### src/rtl/core/ptdt_pkg.sv
`timescale 1ns / 1ps
`default_nettype none

package ptdt_pkg;

   localparam int CSR_ADDR_W = 3;
   localparam int CSR_DATA_W = 16;
   localparam int PIX_W      = 12;
   localparam int GAIN_W     = 16;
   localparam int ANGLE_W    = 8;
   localparam int COUNT_W    = 16;
   localparam int STEP_W     = 2;

   typedef enum logic [CSR_ADDR_W-1:0] {
      CSR_DEAD_ZONE     = 3'd0,
      CSR_PAN_GAIN      = 3'd1,
      CSR_TILT_GAIN     = 3'd2,
      CSR_ANGLE_MIN     = 3'd3,
      CSR_ANGLE_MAX     = 3'd4,
      CSR_CENTER_X      = 3'd5,
      CSR_CENTER_Y      = 3'd6,
      CSR_SEND_INTERVAL = 3'd7
   } csr_index_type;

   typedef enum logic {
      CMD_TICK   = 1'b0,
      CMD_TARGET = 1'b1
   } command_type;

   localparam logic [PIX_W-1:0]   RST_DEAD_ZONE     = 12'd30;
   localparam logic [GAIN_W-1:0]  RST_PAN_GAIN      = 16'd1966;
   localparam logic [GAIN_W-1:0]  RST_TILT_GAIN     = 16'd1966;
   localparam logic [ANGLE_W-1:0] RST_ANGLE_MIN     = 8'd45;
   localparam logic [ANGLE_W-1:0] RST_ANGLE_MAX     = 8'd135;
   localparam logic [PIX_W-1:0]   RST_CENTER_X      = 12'd640;
   localparam logic [PIX_W-1:0]   RST_CENTER_Y      = 12'd360;
   localparam logic [COUNT_W-1:0] RST_SEND_INTERVAL = 16'd33;

   localparam logic [ANGLE_W-1:0] ANGLE_HOME = 8'd90;
   localparam logic [STEP_W-1:0]  STEP_LIMIT = 2'd3;
   localparam logic [COUNT_W-1:0] COUNT_MAX  = '1;

   typedef struct packed {
      logic [PIX_W-1:0]   dead_zone;
      logic [GAIN_W-1:0]  pan_gain;
      logic [GAIN_W-1:0]  tilt_gain;
      logic [ANGLE_W-1:0] angle_min;
      logic [ANGLE_W-1:0] angle_max;
      logic [PIX_W-1:0]   center_x;
      logic [PIX_W-1:0]   center_y;
      logic [COUNT_W-1:0] send_interval;
   } cfg_type;

endpackage

`default_nettype wire

### src/rtl/core/ptdt_cfg.sv
`timescale 1ns / 1ps
`default_nettype none

module ptdt_cfg (
   input  wire logic                               clock,
   input  wire logic                               reset,
   input  wire logic                               csr_we,
   input  wire logic [ptdt_pkg::CSR_ADDR_W-1:0]    csr_addr,
   input  wire logic [ptdt_pkg::CSR_DATA_W-1:0]    csr_wdata,
   output ptdt_pkg::cfg_type                       cfg
);
   import ptdt_pkg::*;

   cfg_type cfg_ff;
   cfg_type cfg_in;

   always_comb begin
      cfg_in = cfg_ff;
      if (csr_we) begin
         case (csr_index_type'(csr_addr))
            CSR_DEAD_ZONE:     cfg_in.dead_zone     = csr_wdata[PIX_W-1:0];
            CSR_PAN_GAIN:      cfg_in.pan_gain      = csr_wdata[GAIN_W-1:0];
            CSR_TILT_GAIN:     cfg_in.tilt_gain     = csr_wdata[GAIN_W-1:0];
            CSR_ANGLE_MIN:     cfg_in.angle_min     = csr_wdata[ANGLE_W-1:0];
            CSR_ANGLE_MAX:     cfg_in.angle_max     = csr_wdata[ANGLE_W-1:0];
            CSR_CENTER_X:      cfg_in.center_x      = csr_wdata[PIX_W-1:0];
            CSR_CENTER_Y:      cfg_in.center_y      = csr_wdata[PIX_W-1:0];
            CSR_SEND_INTERVAL: cfg_in.send_interval = csr_wdata[COUNT_W-1:0];
            default: ;
         endcase
      end
   end

   always_ff @(posedge clock) begin
      if (reset) begin
         cfg_ff.dead_zone     <= RST_DEAD_ZONE;
         cfg_ff.pan_gain      <= RST_PAN_GAIN;
         cfg_ff.tilt_gain     <= RST_TILT_GAIN;
         cfg_ff.angle_min     <= RST_ANGLE_MIN;
         cfg_ff.angle_max     <= RST_ANGLE_MAX;
         cfg_ff.center_x      <= RST_CENTER_X;
         cfg_ff.center_y      <= RST_CENTER_Y;
         cfg_ff.send_interval <= RST_SEND_INTERVAL;
      end else begin
         cfg_ff <= cfg_in;
      end
   end

   assign cfg = cfg_ff;

endmodule

`default_nettype wire

### src/rtl/core/ptdt_axis.sv
`timescale 1ns / 1ps
`default_nettype none

module ptdt_axis (
   input  wire logic [ptdt_pkg::PIX_W-1:0]         pos,
   input  wire logic [ptdt_pkg::PIX_W-1:0]         centre,
   input  wire logic [ptdt_pkg::GAIN_W-1:0]        gain,
   input  wire logic [ptdt_pkg::PIX_W-1:0]         dead_zone,
   output logic signed [ptdt_pkg::STEP_W:0]        change
);
   import ptdt_pkg::*;

   localparam int PROD_W = GAIN_W + PIX_W;

   logic signed [PIX_W:0]  err;
   logic signed [PIX_W:0]  err_abs;
   logic [PIX_W-1:0]       mag;
   logic [PROD_W-1:0]      prod;
   logic [PIX_W-1:0]       step_raw;
   logic [STEP_W-1:0]      step;
   logic signed [STEP_W:0] step_s;

   always_comb begin
      err      = $signed({1'b0, pos}) - $signed({1'b0, centre});
      err_abs  = err[PIX_W] ? -err : err;
      mag      = err_abs[PIX_W-1:0];
      prod     = gain * mag;
      step_raw = prod[PROD_W-1:GAIN_W];
      step     = (step_raw > PIX_W'(STEP_LIMIT)) ? STEP_LIMIT : step_raw[STEP_W-1:0];
      step_s   = $signed({1'b0, step});
      if (mag <= dead_zone) begin
         change = '0;
      end else if (err[PIX_W]) begin
         change = -step_s;
      end else begin
         change = step_s;
      end
   end

endmodule

`default_nettype wire

### src/rtl/core/pan_tilt_deadband_tracker_core.sv
// Two-axis pan/tilt tracker with dead zone, step limit, slew and send pacing.
//
// Input channel (req_*): one item per cycle while req_stall is low. command 0
// is a one millisecond tick that advances the saturating send timer; command 1
// carries a face centre that moves the pan and tilt angles.
// Result channel (rsp_*): one pan/tilt command, only from a target item that
// emits. Ticks and non-emitting target items give no result.
// Config port (csr_*): one register per write, taken at once; write only
// while no item is in flight.
// An item in the input register updates the state when it advances; its result
// goes into the result register. Throughput is one item per cycle while the
// result is not stalled, set by the single state update between the registers.
// Reset clears both valid flags; angles at 90, timer saturated, nothing sent.
// A stalled result holds; the input register still takes one more item, and
// req_stall rises only while both the input and result registers are full.
`timescale 1ns / 1ps
`default_nettype none

module pan_tilt_deadband_tracker_core (
   input  wire logic                               clock,
   input  wire logic                               reset,
   input  wire logic                               req_valid,
   output logic                                    req_stall,
   input  wire logic                               req_command,
   input  wire logic [ptdt_pkg::PIX_W-1:0]         req_face_x,
   input  wire logic [ptdt_pkg::PIX_W-1:0]         req_face_y,
   output logic                                    rsp_valid,
   input  wire logic                               rsp_stall,
   output logic [ptdt_pkg::ANGLE_W-1:0]            rsp_pan_out,
   output logic [ptdt_pkg::ANGLE_W-1:0]            rsp_tilt_out,
   input  wire logic                               csr_we,
   input  wire logic [ptdt_pkg::CSR_ADDR_W-1:0]    csr_addr,
   input  wire logic [ptdt_pkg::CSR_DATA_W-1:0]    csr_wdata
);
   import ptdt_pkg::*;

   localparam int SUM_W = ANGLE_W + 2;

   function automatic logic signed [SUM_W-1:0] clamp_s(
      input logic signed [SUM_W-1:0] v,
      input logic signed [SUM_W-1:0] lo,
      input logic signed [SUM_W-1:0] hi
   );
      logic signed [SUM_W-1:0] r;
      r = v;
      if (r < lo) r = lo;
      if (r > hi) r = hi;
      return r;
   endfunction

   cfg_type cfg;

   logic               s1_valid_ff, s1_valid_in;
   command_type        s1_cmd_ff;
   logic [PIX_W-1:0]   s1_fx_ff, s1_fy_ff;

   logic [ANGLE_W-1:0] pan_ff, pan_in, tilt_ff, tilt_in;
   logic [ANGLE_W-1:0] last_pan_ff, last_pan_in, last_tilt_ff, last_tilt_in;
   logic               sent_once_ff, sent_once_in;
   logic [COUNT_W-1:0] elapsed_ff, elapsed_in;

   logic               rsp_valid_ff, rsp_valid_in;
   logic [ANGLE_W-1:0] rsp_pan_ff, rsp_tilt_ff;

   logic signed [STEP_W:0]  pan_change, tilt_change;
   logic signed [SUM_W-1:0] pan_sum, tilt_sum, lo_s, hi_s;
   logic signed [SUM_W-1:0] pan_lim, tilt_lim, pan_slew, tilt_slew;
   logic signed [SUM_W-1:0] last_pan_s, last_tilt_s;
   logic                    req_take, advance, emit;

   ptdt_cfg u_cfg (
      .clock     (clock),
      .reset     (reset),
      .csr_we    (csr_we),
      .csr_addr  (csr_addr),
      .csr_wdata (csr_wdata),
      .cfg       (cfg)
   );

   ptdt_axis u_pan_axis (
      .pos       (s1_fx_ff),
      .centre    (cfg.center_x),
      .gain      (cfg.pan_gain),
      .dead_zone (cfg.dead_zone),
      .change    (pan_change)
   );

   ptdt_axis u_tilt_axis (
      .pos       (s1_fy_ff),
      .centre    (cfg.center_y),
      .gain      (cfg.tilt_gain),
      .dead_zone (cfg.dead_zone),
      .change    (tilt_change)
   );

   assign advance   = s1_valid_ff && (!rsp_valid_ff || !rsp_stall);
   assign req_stall = s1_valid_ff && !advance;
   assign req_take  = req_valid && !req_stall;

   always_comb begin
      lo_s        = $signed({2'b00, cfg.angle_min});
      hi_s        = $signed({2'b00, cfg.angle_max});
      last_pan_s  = $signed({2'b00, last_pan_ff});
      last_tilt_s = $signed({2'b00, last_tilt_ff});
      pan_sum     = $signed({2'b00, pan_ff}) + SUM_W'(pan_change);
      tilt_sum    = $signed({2'b00, tilt_ff}) - SUM_W'(tilt_change);
      pan_lim     = clamp_s(pan_sum, lo_s, hi_s);
      tilt_lim    = clamp_s(tilt_sum, lo_s, hi_s);
      pan_slew    = clamp_s(pan_lim, last_pan_s - SUM_W'(1), last_pan_s + SUM_W'(1));
      tilt_slew   = clamp_s(tilt_lim, last_tilt_s - SUM_W'(1), last_tilt_s + SUM_W'(1));
      emit        = (s1_cmd_ff == CMD_TARGET)
                    && ((pan_lim[ANGLE_W-1:0] != last_pan_ff)
                        || (tilt_lim[ANGLE_W-1:0] != last_tilt_ff) || !sent_once_ff)
                    && (elapsed_ff >= cfg.send_interval);
   end

   always_comb begin
      pan_in       = pan_ff;
      tilt_in      = tilt_ff;
      last_pan_in  = last_pan_ff;
      last_tilt_in = last_tilt_ff;
      sent_once_in = sent_once_ff;
      elapsed_in   = elapsed_ff;
      if (advance) begin
         case (s1_cmd_ff)
            CMD_TICK: begin
               if (elapsed_ff != COUNT_MAX) elapsed_in = elapsed_ff + COUNT_W'(1);
            end
            CMD_TARGET: begin
               if (emit) begin
                  pan_in       = pan_slew[ANGLE_W-1:0];
                  tilt_in      = tilt_slew[ANGLE_W-1:0];
                  last_pan_in  = pan_slew[ANGLE_W-1:0];
                  last_tilt_in = tilt_slew[ANGLE_W-1:0];
                  sent_once_in = 1'b1;
                  elapsed_in   = '0;
               end else begin
                  pan_in  = pan_lim[ANGLE_W-1:0];
                  tilt_in = tilt_lim[ANGLE_W-1:0];
               end
            end
            default: ;
         endcase
      end
   end

   always_comb begin
      if (req_take) begin
         s1_valid_in = 1'b1;
      end else if (advance) begin
         s1_valid_in = 1'b0;
      end else begin
         s1_valid_in = s1_valid_ff;
      end
      if (advance && emit) begin
         rsp_valid_in = 1'b1;
      end else if (rsp_stall) begin
         rsp_valid_in = rsp_valid_ff;
      end else begin
         rsp_valid_in = 1'b0;
      end
   end

   always_ff @(posedge clock) begin
      if (reset) begin
         s1_valid_ff  <= 1'b0;
         rsp_valid_ff <= 1'b0;
         pan_ff       <= ANGLE_HOME;
         tilt_ff      <= ANGLE_HOME;
         last_pan_ff  <= ANGLE_HOME;
         last_tilt_ff <= ANGLE_HOME;
         sent_once_ff <= 1'b0;
         elapsed_ff   <= COUNT_MAX;
      end else begin
         s1_valid_ff  <= s1_valid_in;
         rsp_valid_ff <= rsp_valid_in;
         pan_ff       <= pan_in;
         tilt_ff      <= tilt_in;
         last_pan_ff  <= last_pan_in;
         last_tilt_ff <= last_tilt_in;
         sent_once_ff <= sent_once_in;
         elapsed_ff   <= elapsed_in;
      end
   end

   always_ff @(posedge clock) begin
      if (req_take) begin
         s1_cmd_ff <= command_type'(req_command);
         s1_fx_ff  <= req_face_x;
         s1_fy_ff  <= req_face_y;
      end
      if (advance && emit) begin
         rsp_pan_ff  <= pan_slew[ANGLE_W-1:0];
         rsp_tilt_ff <= tilt_slew[ANGLE_W-1:0];
      end
   end

   assign rsp_valid    = rsp_valid_ff;
   assign rsp_pan_out  = rsp_pan_ff;
   assign rsp_tilt_out = rsp_tilt_ff;

   a_rsp_matches_last: assert property (@(posedge clock) disable iff (reset)
      rsp_valid_ff |-> (rsp_pan_ff == last_pan_ff) && (rsp_tilt_ff == last_tilt_ff))
      else $error("pending item differs from last sent angles");

   a_emit_clears_timer: assert property (@(posedge clock) disable iff (reset)
      advance && emit |=> (elapsed_ff == '0) && sent_once_ff)
      else $error("timer not cleared on send");

   a_emit_keeps_angle: assert property (@(posedge clock) disable iff (reset)
      advance && emit |=> (pan_ff == last_pan_ff) && (tilt_ff == last_tilt_ff))
      else $error("slewed angle not kept after send");

   a_stall_needs_item: assert property (@(posedge clock) disable iff (reset)
      req_stall |-> s1_valid_ff && rsp_valid_ff)
      else $error("input stalled without a full pipeline");

endmodule

`default_nettype wire

### config.mk
export PLATFORM = sky130hd
export DESIGN_NAME = pan_tilt_deadband_tracker_core
export DESIGN_NICKNAME = d
export VERILOG_FILES = /design/src/rtl/core/ptdt_pkg.sv /design/src/rtl/core/ptdt_cfg.sv /design/src/rtl/core/ptdt_axis.sv /design/src/rtl/core/pan_tilt_deadband_tracker_core.sv
export SDC_FILE = /design/constraint.sdc
export NUM_CORES = 1
export LEC_CHECK = 0
export BUFFER_PORTS_ARGS = -buffer_cell sky130_fd_sc_hd__buf_2
export CAP_MARGIN = 20
export CORE_ASPECT_RATIO = 1.4
export CORE_UTILIZATION = 49
export DETAILED_ROUTE_END_ITERATION = 6
export GPL_TIMING_DRIVEN = 0
export PLACE_DENSITY_LB_ADDON = 0.08
export SYNTH_ARGS = -nofsm -noshare
export SYNTH_HDL_FRONTEND = slang
export SYNTH_SLANG_ARGS = --single-unit
### constraint.sdc
create_clock -name clock -period 18.35 [get_ports clock]
set_input_delay 3.67 -clock clock [delete_from_list [all_inputs] [get_ports clock]]
set_output_delay 3.67 -clock clock [all_outputs]
set_load 0.01 [all_outputs]
# Yosys cells after proc, flatten, opt, wreduce, memory -nomap -nowiden
# Cells that the tools add are included.
# totals
word_cells,115
out_inout_bits,18
in_bits,49
ff_bits,192
# op_classes
bitwise,1
mul,2
addsub,13
eq_ne,13
n_lt_le_gt_ge,13
n_mux,25
n_reduce_logical,27
# ops
operator,n
10-bit 2-to-1 mux,6
16-bit by 12-bit multiplier with 28-bit output,2
10-bit by 9-bit < comparator with 1-bit output,4
16-bit 2-to-1 mux,2
8-bit 2-to-1 mux,4
16-bit case mux with 2 select lines,1
12-bit by 12-bit subtractor with 13-bit output,2
"12-bit by 2-bit > comparator with 1-bit output, second input constant",2
12-bit less-or-equal comparator,2
12-bit 2-to-1 mux,2
12-bit negator,2
10-bit > comparator,2
10-bit by 9-bit > comparator with 1-bit output,2
"8-bit by 1-bit adder with 9-bit output, second input constant",2
2-bit AND reduction,9
"8-bit by 1-bit subtractor with 9-bit output, second input constant",2
"16-bit by 1-bit adder with 16-bit output, second input constant",1
16-bit >= comparator,1
"16-bit inequality test, second input constant",1
8-bit inequality test,2
"3-bit equality test, second input constant",4
3-bit 2-to-1 mux,4
9-bit by 3-bit adder with 10-bit output,1
9-bit by 3-bit subtractor with 10-bit output,1
other kinds (14),33

# Longest topological paths before layout
# depth
word_depth,21
mapped_depth,94
depth_no_buf,90

# Modules after synthesis
# Synthesis repeated with hierarchy kept, for this count alone.
# hier_totals
hier_cells,3154
hier_area_um2,27054.7
# by_module_without_submodules
mod,area_per_inst_um2,cells_each,seq_area_each_um2,n_inst
pan_tilt_deadband_tracker_core,8080.2,920,2252.2,1
ptdt_axis at u_pan_axis,7577.3,956,0.0,1
ptdt_axis at u_tilt_axis,7433.4,907,0.0,1
ptdt_cfg,3963.8,371,2001.9,1

# Worst setup path before layout
# OpenSTA, ideal clock, no wires.
# synth_path
path_type,register to register
startpoint,"register u_cfg.cfg_ff, in the netlist u_cfg.cfg[17]"
endpoint,register last_tilt_ff[3]
setup_slack_ns,1.044
synth_period_minus_slack_ns,17.306
stages_incl_launch_ff,85
required_time_ns,18.230
arrival_ns,17.186
cell_sequence,dfxtp_1 inv_1 ha_1 nor2b_1 o21ai_0 a21boi_0 o21ai_0 nor3b_1 nor2_1 or4_1 nor3_1 nor2_1 xnor2_1 clkbuf_1 nor2b_1 fa_1 inv_1 fa_1 [... 49 more ...] o21ai_0 o311ai_1 clkbuf_1 mux2_2 ha_1 nor2b_1 o21a_1 o21a_1 o21ai_0 a21oi_1 nor2_1 o21ai_0 o211ai_1 a21o_1 clkbuf_1 mux2_2 nor2_1 a211o_1
# synth_via
elab_chain_len,20
elab_cells_between_ends,25
classes_between,add/sub: 4; mul: 1; order compare: 6; eq/ne: 1; mux: 8; reduce/logical: 5
# synth_rtl
element,line_no,source
from (decl),ptdt_cfg.sv:14,cfg_type cfg_ff;
from (signal assigned),ptdt_cfg.sv:45,cfg_ff <= cfg_in;
12-bit by 12-bit subtractor with 13-bit output (*),ptdt_axis.sv:24,"err = $signed({1'b0, pos}) - $signed({1'b0, centre});"
12-bit negator,ptdt_axis.sv:25,err_abs = err[PIX_W] ? -err : err;
12-bit 2-to-1 mux,ptdt_axis.sv:25,
16-bit by 12-bit multiplier with 28-bit output,ptdt_axis.sv:27,prod = gain * mag;
12-bit by 2-bit > comparator with 1-bit output,ptdt_axis.sv:29,step = (step_raw > PIX_W'(STEP_LIMIT)) ? STEP_LIMIT : step_raw[STEP_W-1:0];
2-bit 2-to-1 mux,ptdt_axis.sv:29,
2-bit negator with 3-bit output,ptdt_axis.sv:34,change = -step_s;
3-bit 2-to-1 mux,ptdt_axis.sv:33,end else if (err[PIX_W]) begin
3-bit 2-to-1 mux (*),ptdt_axis.sv:31,if (mag <= dead_zone) begin
9-bit by 3-bit subtractor with 10-bit output (*),pan_tilt_deadband_tracker_core.sv:106,"tilt_sum = $signed({2'b00, tilt_ff}) - SUM_W'(tilt_change);"
10-bit by 9-bit < comparator with 1-bit output,pan_tilt_deadband_tracker_core.sv:46,if (r < lo) r = lo;
10-bit 2-to-1 mux (*),pan_tilt_deadband_tracker_core.sv:46,
10-bit by 9-bit > comparator with 1-bit output,pan_tilt_deadband_tracker_core.sv:47,if (r > hi) r = hi;
10-bit 2-to-1 mux (*),pan_tilt_deadband_tracker_core.sv:47,
"parallel branches: the longest is 6 deep, another holds 10-bit by 9-bit < comparator with 1-bit output",--,
to (signal assigned),pan_tilt_deadband_tracker_core.sv:180,last_tilt_ff <= last_tilt_in;
to (decl),pan_tilt_deadband_tracker_core.sv:58,"logic [ANGLE_W-1:0] last_pan_ff, last_pan_in, last_tilt_ff, last_tilt_in;"
# Mark *: on every way between the ends.
# A chain may end at the register's enable or synchronous reset.

# Final worst setup path
# layout_path
startpoint,"register u_cfg.cfg_ff, in the netlist u_cfg.cfg[29]"
endpoint,register last_pan_ff[6]
# layout_via
elab_chain_len,20
elab_cells_between_ends,25
classes_between,add/sub: 4; mul: 1; order compare: 6; eq/ne: 1; mux: 8; reduce/logical: 5
# layout_rtl
element,line_no,source
12-bit by 12-bit subtractor with 13-bit output (*),ptdt_axis.sv:24,
12-bit negator,ptdt_axis.sv:25,
12-bit 2-to-1 mux,ptdt_axis.sv:25,
16-bit by 12-bit multiplier with 28-bit output,ptdt_axis.sv:27,
12-bit by 2-bit > comparator with 1-bit output,ptdt_axis.sv:29,
2-bit 2-to-1 mux,ptdt_axis.sv:29,
2-bit negator with 3-bit output,ptdt_axis.sv:34,
3-bit 2-to-1 mux,ptdt_axis.sv:33,
3-bit 2-to-1 mux (*),ptdt_axis.sv:31,
9-bit by 3-bit adder with 10-bit output (*),pan_tilt_deadband_tracker_core.sv:105,"pan_sum = $signed({2'b00, pan_ff}) + SUM_W'(pan_change);"
10-bit by 9-bit < comparator with 1-bit output,pan_tilt_deadband_tracker_core.sv:46,
10-bit 2-to-1 mux (*),pan_tilt_deadband_tracker_core.sv:46,
10-bit by 9-bit > comparator with 1-bit output,pan_tilt_deadband_tracker_core.sv:47,
10-bit 2-to-1 mux (*),pan_tilt_deadband_tracker_core.sv:47,
"parallel branches: the longest is 6 deep, another holds 10-bit by 9-bit < comparator with 1-bit output",--,
to (signal assigned),pan_tilt_deadband_tracker_core.sv:179,last_pan_ff <= last_pan_in;
to (decl),pan_tilt_deadband_tracker_core.sv:58,
# Marked as above.

==> impl_metrics.ini <==
[status]
outcome = completed

[place]
dp.cells = 3678
port_buffers = 56
dp_slack_ps = -3674
gp_congestion = 0.9442
dpl.hpwl_um = 62840

[sta]
clock.fmax_ghz = 0.05646
skew_ps = 23.34
whs_ps = 458.8
setup_viol_count_final = 0
worstMarginPinSlew_ps = 1012
max_slew_margin_pct = 32.56
finalMaxSlewViolations = 0
period_share_pct = 96.51
period_minus_slack_ps = 17710
tns_ps = 0
finalHoldViolCount = 0
setup_ws_ps = 639.8

[synthesis]
netlist_area_mm2 = 0.02516
synth_edf_count = 41
ys_ff_latch = 192
ys.flop_type = dfxtp_1
async_flop_share_pct = 0
yosysUniqueCellTypes = 91
synth_cells = 2978
synth_nets = 3594
synth_top_area_cell = fa_1
yosys-top-cells-area = fa_1 (22%), ha_1 (14%), dfxtp_1 (12%), inv_1 (7.0%), nand2_1 (6.6%)
ys.warnings.count = 0
avgSynthCellArea_um2 = 8.449
synth_top_area_share_pct = 22.44
ys_seq_area_share_pct = 16.91

[min_path]
worstHoldStart = u_cfg.cfg[95]
worstHoldPathType = reg -> reg

[global_routing]
grt_max_degree = 24
antenna_found_initial = 4
grt_overflow = 0
grt_pass1_wl_um = 122000
grt_pass1_vias = 22170
grt_usage_pct = 30.33

[setup_path]
max_stage_delay_ps = 590
required_ps = 18710
worstSetupPathType = reg -> reg
worstReg2RegStart = u_cfg.cfg[29]
crit_slowest_cell = or4_1
crit_arrival_ps = 18070
cp_max_fo = 10
crit_start = u_cfg.cfg[29]
crit_path_frequent_cell = ha_1
cp-end-kind = flip-flop
cp-start-kind = flip-flop

[finish]
drive_above_1_share_pct = 11.86
final_cell_mix = inv_1 (463), nand2_1 (439), ha_1 (279)
area_growth_pct = 13.15
mostFrequentLayoutCell = inv_1
ff_latch_area_mm2 = 0.004254
multiInputGateArea_mm2 = 0.01961
fill_cells = 4725
final_nets = 3731
stdcell_count = 3774

[clock_network]
clk_path_buf_depth = 2
cts_made_buffers = 17
cts_hold_buffers = 0
cts_num_sinks = 192
cts_root_buf = clkbuf_16
clock_latency_ps = 470
cts_tree = done
clk_pin_slew_ps = 80
htreeDepth = 4

[route]
wl_met2_um = 41700
vias = 21290
first_pass_iters = 5
wl_met1_um = 28520
wl_met3_um = 3633
drt_iter0_markers = 1240
top_layer = met5
drt_wl_total_um = 78330
vias_per_cell = 5.641
wl_per_cell_um = 20.75
drc = 0
drtAntennaViolNets = 0

[die]
fp.dieArea_mm2 = 0.05227
fp.coreArea_mm2 = 0.05037
start_util_pct = 49.96
ioPinCount = 67
die_x_um = 193.5
die_h_um = 270.1
rows = 97

[run]
drv_cap = 0
[area by class of cell]
type / instances / share of cell area, %
multi-input cells: 2190 / 68.86
flip-flops and latches: 192 / 14.94
inverters: 467 / 6.170
well taps: 643 / 2.826
repair buffers: 120 / 2.720
plain buffers: 127 / 2.254
clock buffers: 17 / 1.494
clock inverters: 15 / 0.7075
diodes: 3 / 0.02637
[path summary, 6_finish.rpt]
kind                    end  slack (ps)  cells past startpoint
max          last_pan_ff[6]         640                     81
min           u_cfg.cfg[95]         460                      2
max reg2reg  last_pan_ff[6]         640                     81
min reg2reg   u_cfg.cfg[95]         460                      2
[state kept, by name (all words and copies together), names as in the netlist, 8 cells and up]
| name | count |
|---|---|
| u_cfg.cfg | 100 |
| last_tilt_ff | 8 |
| pan_ff | 8 |
| rsp_pan_out | 8 |
| last_pan_ff | 8 |
| s1_fx_ff | 12 |
| rsp_tilt_out | 8 |
| elapsed_ff | 16 |
| tilt_ff | 8 |
| s1_fy_ff | 12 |
[per-stage QoR]
stage,util [%],instance area (um^2)
finish,56.53,28470
global route,56.52,28470
CTS,54.98,27690
detailed placement,52.16,26270
global placement,52.11,26250
floorplan,-,25160
[per-layer routing]
metal | track usage [%] | up-vias
li1 | - | 9958
met1 | 32.77 | 10530
met2 | 57.20 | 592
met3 | 3.609 | 208
met4 | 16.34 | 2
met5 | 0 | -
[critical path: cells and delay by family (launching register included)]
kind | cells | cell delay, ps
mux | 1 | 220
xor+xnor | 3 | 640
fa+ha+maj | 14 | 4990
flops | 1 | 390
compound gates | 36 | 7100
buf+inv | 12 | 1470
simple gates | 15 | 2750
[logic make-up (layout without fill, tap and decap cells)]
family                   Yosys count  in the layout  synth area share (%)
AND/OR/NAND/NOR                  994            994                 19.14
buffers and inverters            596            746                 9.065
adder cells (fa/ha/maj)          567            567                 36.61
AO/OA/AOI/OAI                    466            466                 12.29
flip-flops                       192            192                 16.91
XOR/XNOR                         113            113                 3.933
multiplexers                      50             50                 2.059
other                              0              3                     0
[cells in the mapped netlist (all sizes together), types with 29 or more instances]
master / instances
nor2b: 80
nand2: 443
o21ai: 71
and2: 101
clkbuf: 111
nor2: 133
ha: 285
nand3: 48
nor3: 29
inv: 467
nand2b: 55
dfxtp: 151
a21o: 50
xnor2: 75
fa: 282
edfxtp: 41
a21oi: 168
mux2i: 36
xor2: 38
[what timing repair did]
action	in CTS	in global routing
resized for setup	127	139
gates cloned	0	1
setup buffers	26	35
pin swaps	20	44
endpoints found under the setup margin	82	48
Power is not shown: default switching activity piles up to over one toggle a cycle in this logic, so the estimate is an artifact.
